`config.mk`:
```
export PLATFORM = sky130hd
export DESIGN_NAME = circular_double_ended_queue
export DESIGN_NICKNAME = d
export VERILOG_FILES = /design/src/rtl/cdq_pkg.sv /design/src/rtl/cdq_cell.sv /design/src/rtl/circular_double_ended_queue.sv
export VERILOG_INCLUDE_DIRS = /design/src /design/src/rtl
export SDC_FILE = /design/constraint.sdc
export NUM_CORES = 1
export LEC_CHECK = 0
export BUFFER_PORTS_ARGS = -buffer_cell sky130_fd_sc_hd__buf_2
export CAP_MARGIN = 20
export CORE_MARGIN = 2
export CORE_UTILIZATION = 35
export DETAILED_ROUTE_END_ITERATION = 10
export GPL_TIMING_DRIVEN = 0
export HOLD_SLACK_MARGIN = 0.06
export MAX_ROUTING_LAYER = met4
export PLACE_DENSITY = 0.48
export REMOVE_ABC_BUFFERS = 1
export SKIP_CTS_REPAIR_TIMING = 1
export SLEW_MARGIN = 20
export SYNTH_ARGS = -nofsm -noshare
export SYNTH_HDL_FRONTEND = slang
export SYNTH_HIERARCHICAL = 1
export SYNTH_SLANG_ARGS = --single-unit
export TNS_END_PERCENT = 50
```
`constraint.sdc`:
```
create_clock -name clk -period 5.9 [get_ports clk]
set_input_delay 0 -clock clk [delete_from_list [all_inputs] [get_ports clk]]
set_output_delay 0 -clock clk [all_outputs]
set_load 0.01 [all_outputs]
```
`src/rtl/assert_macros.svh`:
```
// Shared assertion forms for the deque RTL.
`ifndef ASSERT_MACROS_SVH
`define ASSERT_MACROS_SVH

// Check a condition at every clock edge outside reset.
`define ASSERT_ALWAYS(label, clk, rst, cond) \
  label: assert property (@(posedge clk) disable iff (rst) (cond)) \
    else $error("deque invariant violated");

// Check that a condition holds in the same cycle as its trigger.
`define ASSERT_IMPLIES(label, clk, rst, trig, cond) \
  label: assert property (@(posedge clk) disable iff (rst) (trig) |-> (cond)) \
    else $error("deque same-cycle check failed");

// Check that a condition holds in the cycle after its trigger.
`define ASSERT_NEXT(label, clk, rst, trig, cond) \
  label: assert property (@(posedge clk) disable iff (rst) (trig) |=> (cond)) \
    else $error("deque next-cycle check failed");

`endif

```
`src/rtl/cdq_pkg.sv`:
```
package cdq_pkg;

  localparam int DEPTH_DEFAULT = 8;

  // Operation codes carried in the kind field
  localparam logic [2:0] KIND_INS_REAR  = 3'd0;
  localparam logic [2:0] KIND_INS_FRONT = 3'd1;
  localparam logic [2:0] KIND_DEL_FRONT = 3'd2;
  localparam logic [2:0] KIND_DEL_REAR  = 3'd3;
  localparam logic [2:0] KIND_QUERY     = 3'd4;

  // Result status codes
  localparam logic [1:0] STATUS_DONE  = 2'd0;
  localparam logic [1:0] STATUS_FULL  = 2'd1;
  localparam logic [1:0] STATUS_EMPTY = 2'd2;

  typedef struct packed {
    logic [2:0]         kind;
    logic signed [31:0] value;
  } req_t;

  typedef struct packed {
    logic [1:0]         status;
    logic signed [31:0] front_value;
    logic signed [31:0] rear_value;
    logic [3:0]         element_count;
    logic               is_empty;
    logic               is_full;
  } rsp_t;

  // Command broadcast to every cell of the row
  typedef struct packed {
    logic        shift_in;   // insert at front: every cell takes its left neighbour
    logic        shift_out;  // delete at front: every cell takes its right neighbour
    logic        load_rear;  // insert at rear: the cell just past the rear takes value
    logic [31:0] value;
  } cell_ctrl_t;

endpackage

```
`src/rtl/cdq_cell.sv`:
```
module cdq_cell
  import cdq_pkg::*;
#(
  parameter int DEPTH = DEPTH_DEFAULT,
  parameter int IDX   = 0,
  localparam int CntW = $clog2(DEPTH + 1)
) (
  input  logic            clk,
  input  cell_ctrl_t      ctrl,
  input  logic [CntW-1:0] count,
  input  logic [31:0]     left,
  input  logic [31:0]     right,
  output logic [31:0]     data,
  output logic [31:0]     tap
);

  logic is_next_free;
  logic is_last;

  // Locate this cell against the current fill level
  assign is_next_free = (count == CntW'(IDX));
  assign is_last      = (count == CntW'(IDX + 1));

  // Shift towards the rear, shift towards the front, or take a rear insert
  always_ff @(posedge clk) begin
    if (ctrl.shift_in) begin
      data <= left;
    end else if (ctrl.shift_out) begin
      data <= right;
    end else if (ctrl.load_rear && is_next_free) begin
      data <= ctrl.value;
    end
  end

  // Offer the word only when this cell holds the rear element
  assign tap = is_last ? data : '0;

endmodule

```
`src/rtl/circular_double_ended_queue.sv`:
```
// Channel | Direction | Handshake            | Payload
// req     | in        | req_valid/req_ready  | req_t: kind, value
// rsp     | out       | rsp_valid/rsp_ready  | rsp_t: status, front/rear, count, flags
//
// For each item, the row of cells shifts or loads on acceptance, then the rear
// word is picked from the cell taps into the output register.
// One item is in flight at a time; the next is taken as the result leaves.
// rsp_valid holds while rsp_ready is low, and req_ready stays low meanwhile.
// Synchronous reset empties the deque; cell contents are not cleared.
module circular_double_ended_queue
  import cdq_pkg::*;
#(
  parameter int DEPTH = DEPTH_DEFAULT,
  localparam int CntW = $clog2(DEPTH + 1)
) (
  input  logic clk,
  input  logic rst,
  input  logic req_valid,
  output logic req_ready,
  input  req_t req,
  output logic rsp_valid,
  input  logic rsp_ready,
  output rsp_t rsp
);

`include "assert_macros.svh"

  logic [CntW-1:0] count;
  logic [CntW-1:0] count_next;
  logic [1:0]      status_q;
  logic [1:0]      status_next;
  logic            pend;
  logic            accept;
  logic            full;
  logic            empty;
  logic            ins_rear;
  logic            ins_front;
  logic            del_front;
  logic            del_rear;
  cell_ctrl_t      ctrl;
  logic [31:0]     cell_data [DEPTH];
  logic [31:0]     cell_tap  [DEPTH];
  logic [31:0]     rear_word;
  logic            out_free;

  assign out_free  = !rsp_valid || rsp_ready;
  assign req_ready = !pend && out_free;
  assign accept    = req_valid && req_ready;

  assign full  = (count == CntW'(DEPTH));
  assign empty = (count == '0);

  // Decode the operation and reject it against the current fill level
  always_comb begin
    ins_rear    = 1'b0;
    ins_front   = 1'b0;
    del_front   = 1'b0;
    del_rear    = 1'b0;
    status_next = STATUS_DONE;
    case (req.kind)
      KIND_INS_REAR: begin
        if (full) status_next = STATUS_FULL;
        else      ins_rear = 1'b1;
      end
      KIND_INS_FRONT: begin
        if (full) status_next = STATUS_FULL;
        else      ins_front = 1'b1;
      end
      KIND_DEL_FRONT: begin
        if (empty) status_next = STATUS_EMPTY;
        else       del_front = 1'b1;
      end
      KIND_DEL_REAR: begin
        if (empty) status_next = STATUS_EMPTY;
        else       del_rear = 1'b1;
      end
      default: begin
        status_next = STATUS_DONE;
      end
    endcase
  end

  // Advance the fill level
  always_comb begin
    count_next = count;
    if (ins_rear || ins_front) begin
      count_next = count + CntW'(1);
    end else if (del_front || del_rear) begin
      count_next = count - CntW'(1);
    end
  end

  // Broadcast the command to the row
  always_comb begin
    ctrl.shift_in  = accept && ins_front;
    ctrl.shift_out = accept && del_front;
    ctrl.load_rear = accept && ins_rear;
    ctrl.value     = req.value;
  end

  // Row of cells, front element in cell zero
  for (genvar i = 0; i < DEPTH; i++) begin : g_cell
    logic [31:0] left_in;
    logic [31:0] right_in;
    if (i == 0) begin : g_head
      assign left_in = ctrl.value;
    end else begin : g_body
      assign left_in = cell_data[i-1];
    end
    if (i == DEPTH - 1) begin : g_end
      assign right_in = '0;
    end else begin : g_inner
      assign right_in = cell_data[i+1];
    end
    cdq_cell #(
      .DEPTH (DEPTH),
      .IDX   (i)
    ) u_cell (
      .clk   (clk),
      .ctrl  (ctrl),
      .count (count),
      .left  (left_in),
      .right (right_in),
      .data  (cell_data[i]),
      .tap   (cell_tap[i])
    );
  end

  // Merge the taps: only the rear cell drives a non-zero word
  always_comb begin
    rear_word = '0;
    for (int i = 0; i < DEPTH; i++) begin
      rear_word = rear_word | cell_tap[i];
    end
  end

  // Hold fill level, status and the in-flight flag
  always_ff @(posedge clk) begin
    if (rst) begin
      count <= '0;
      pend  <= 1'b0;
    end else begin
      if (accept) begin
        count <= count_next;
        pend  <= 1'b1;
      end else if (pend && out_free) begin
        pend <= 1'b0;
      end
    end
  end

  always_ff @(posedge clk) begin
    if (accept) begin
      status_q <= status_next;
    end
  end

  // Output register
  always_ff @(posedge clk) begin
    if (rst) begin
      rsp_valid <= 1'b0;
    end else if (pend && out_free) begin
      rsp_valid <= 1'b1;
    end else if (rsp_ready) begin
      rsp_valid <= 1'b0;
    end
  end

  always_ff @(posedge clk) begin
    if (pend && out_free) begin
      rsp.status        <= status_q;
      rsp.front_value   <= empty ? '1 : cell_data[0];
      rsp.rear_value    <= empty ? '1 : rear_word;
      rsp.element_count <= 4'(count);
      rsp.is_empty      <= empty;
      rsp.is_full       <= full;
    end
  end

  `ASSERT_ALWAYS(a_count_range, clk, rst, count <= CntW'(DEPTH))
  `ASSERT_NEXT(a_accept_pends, clk, rst, accept, pend && !req_ready)
  `ASSERT_IMPLIES(a_one_in_flight, clk, rst, pend, !req_ready)
  `ASSERT_IMPLIES(a_rsp_empty_count, clk, rst, rsp_valid && rsp.is_empty,
                  rsp.element_count == 4'd0 && rsp.front_value == -32'sd1)

endmodule
```
==> metrics.csv <==
metric,value,unit
initial_core_util,35.5,%
worstPathMaxFanout,34,
cp-start-kind,flip-flop,
drive_gt1_share,20.6,%
required,6.20,ns
cts_made_buffers,41,
end_kind,flip-flop,
final.min_clock_period,5.26,ns
hold_class,in2reg,
combPwrFrac,11.0,%
synth_fa_ha_area_share,0.0666,%
r2r-start,count[0]$_SDFFE_PP0P_,
p_switching,1.51,mW
rsz0062_at_grt,no,
row_count,84,
final_util,42.6,%
synth-async-reset-ratio,0,%
synth_area_leader_cell,edfxtp_1,
cts_tree,yes,
cts_sinks,336,
yosys-top-cells-count,"330 x edfxtp_1, 263 x nand2_1, 256 x mux2i_1",
ys_top_cells_by_area,"edfxtp_1 53%, mux2i_1 14%, o21ai_0 5.4%, nand2_1 5.3%, and2_1 4.8%",
placed_area,0.0208,mm²
io_buffers,112,
pre_cts_ws,0.592,ns
holdPathStages,4,
reg2reg_slack,0.64,ns
die_h,236,µm
finalWeightedCongestion,0.725,
place_hpwl,32200,µm
final_cell_area,0.0225,mm²
status,"complete, no violations",
finClkSkew,0.0221,ns
synth_simple_gate_area_share,20.5,%
clk_pin_slew_worst_paths,0.06,ns
cp_slowest_cell,dfxtp_1,
yosysMostFrequentCell,edfxtp_1,
cts_root_buf,clkbuf_16,
cts_max_level,2,
seq_area,0.0100,mm²
synthMuxAreaShare,13.7,%
layout_setup_ws,0.636,ns
drc,0,
p_seq_share,46.9,%
grt_max_degree,42,
routedWlPerCell,20.1,µm
yosys.area_share.xor_xnor,0.0932,%
max_stage_delay,1.01,ns
yosysWarnings,6,
overflow,0,
grt_antenna_before_repair,3,
worstMarginPinSlew,1.06,ns
synth_edf_count,330,
clk_latency,0.57,ns
p_sw_share,25.0,%
routed_wl,52300,µm
track_usage,19.2,%
synthesis.area,0.0188,mm²
crit_family,buffers and inverters,
timing.final.crit_share,89.2,%
drtIter0Drc,1083,
slew_headroom,29.3,%
antenna_left,0,
final_nets,1918,
ir_worst_vdd,172,µV
min_from,req_valid,
synth-main-ff-cell,edfxtp_1,
synth_top_family_by_area,simple AND/OR/NAND/NOR gates,
synth_seq_cells,336,
vias_per_cell,5.14,
seq_area_frac_synth,53.4,%
fmax,0.190,GHz
cap_violations,0,
crit_cells,14,
dr.pass1.iters,5,
grt_pass1_vias,12500,
power.total,6.03,mW
maxSlewViolCount,0,
multi_input_area,0.00811,mm²
worstPathArrival,5.57,ns
grt_pass1_wl,79600,µm
min_to,pend$_SDFFE_PP0P_,
yosys.area.top_type_share,52.7,%
areaGrowthSynthToFinish,19.8,%
path_common_cell,buf_6,
cts_max_path_buffers,3,
clockPowerShare,42.1,%
avgSynthCellArea,11.1,µm²
die_width,236,µm
path_cells,"nor3_4, nand2b_4, inv_2, nor4_4, buf_8, buf_6, buf_6, buf_8, buf_6, buf_6, buf_6, buf_6, mux2i_1, o21ai_0",
reg2reg_to,g_cell[3].u_cell/data[4]$_DFFE_PP_,
design.die.area,0.0555,mm²
synth_cell_types,53,
finalSetupViolCount,0,
p_leak,7.16,nW
top_level_ports,113,
critPathBufInv,9,
dr_total_vias,13400,
finalHoldViolations,0,
p_per_area,268,mW/mm²
synth-compound-area-share,7.81,%
core,0.0529,mm²
nFillCells,5049,
holdWs,0.149,ns
synthCells,1690,
reg2regPathDepth,14,
p_int,4.52,mW
crit_type,reg2reg,
cell type report:
cell class	instances	area share [%]
multi-input combinational	1260	36.1
tap	688	3.83
clock inverter	22	0.817
timing repair buffer	234	9.51
clock buffer	54	5.10
inverter	5	0.0834
sequential	336	44.6
antenna	3	0.0334
registers in the layout (all words and copies together), names as in the netlist:
register / count
pend: 1
count: 4
g_cell.u_cell/data: 256
rsp: 72
rsp_valid: 1
status_q: 2
worst max-delay path by stage:
stage                                     start                                  end  slack [ns]
after floorplan           count[1]$_SDFFE_PP0P_   g_cell[1].u_cell/data[0]$_DFFE_PP_      -18.88
after global placement    count[0]$_SDFFE_PP0P_  g_cell[1].u_cell/data[23]$_DFFE_PP_      -33.74
after detailed placement  count[1]$_SDFFE_PP0P_   g_cell[3].u_cell/data[4]$_DFFE_PP_        0.59
after CTS                 count[1]$_SDFFE_PP0P_   g_cell[3].u_cell/data[4]$_DFFE_PP_        0.56
after global routing      count[0]$_SDFFE_PP0P_   g_cell[7].u_cell/data[5]$_DFFE_PP_        0.32
final                     count[0]$_SDFFE_PP0P_   g_cell[3].u_cell/data[4]$_DFFE_PP_        0.64
placed cells by master, fill, tap and decap left out, drive strengths merged, types with 32 or more instances in the layout:
| master | instances |
|---|---|
| nand2 | 263 |
| dlygate4sd3 | 39 |
| buf | 195 |
| nand3 | 33 |
| nor4 | 65 |
| and2 | 257 |
| or2 | 33 |
| o21ai | 261 |
| conb | 32 |
| edfxtp | 330 |
| clkbuf | 54 |
| mux2i | 256 |
worst reg2reg max path, cell delays in order, from the launching register on:
cell and delay (ns):
dfxtp_1 1.01, nor3_4 0.18, nand2b_4 0.62, inv_2 0.63, nor4_4 0.75, buf_8 0.23, buf_6 0.19, buf_6 0.20
buf_8 0.17, buf_6 0.19, buf_6 0.19, buf_6 0.19, buf_6 0.17, mux2i_1 0.19, o21ai_0 0.11
kinds of logic (layout without fill, tap and decap cells):
family / after synthesis / after routing
xor gates and xnor gates: 2 / 2
AOI/OAI and AO/OA: 280 / 280
muxes: 257 / 257
and+or+nand+nor: 688 / 688
buffers and inverters: 125 / 315
other: 1 / 35
adders and majority gates: 1 / 1
DFF: 336 / 336
routing by layer:
| layer | part of all wire, % | wire, µm | global-route usage (%) | vias up |
|---|---|---|---|---|
| li1 | - | - | - | 6450 |
| met1 | 50 | 25900 | 28.3 | 6525 |
| met2 | 44 | 22900 | 27.8 | 329 |
| met3 | 4.9 | 2550 | 2.57 | 63 |
| met4 | 1.8 | 964 | 4.88 | 0 |
| met5 | 0 | 0 | - | - |
power groups by stage:
stage,registers (mW),clock network (mW),logic (mW)
final,2.83,2.54,0.661
after detailed placement,2.88,0,0.647
after global routing,2.84,2.70,0.729
after floorplan,2.88,0,0.411
after CTS,2.83,2.62,0.649
after global placement,2.90,0,0.710
per-stage QoR:
step | std cells | TNS [ns]
CTS | 2560 | 0
global placement | 2401 | -
finish | 2602 | 0
global route | 2601 | 0
detailed placement | 2484 | 0
floorplan | 1601 | -9187.36
No activity file was read; power rests on OpenSTA's default activity.
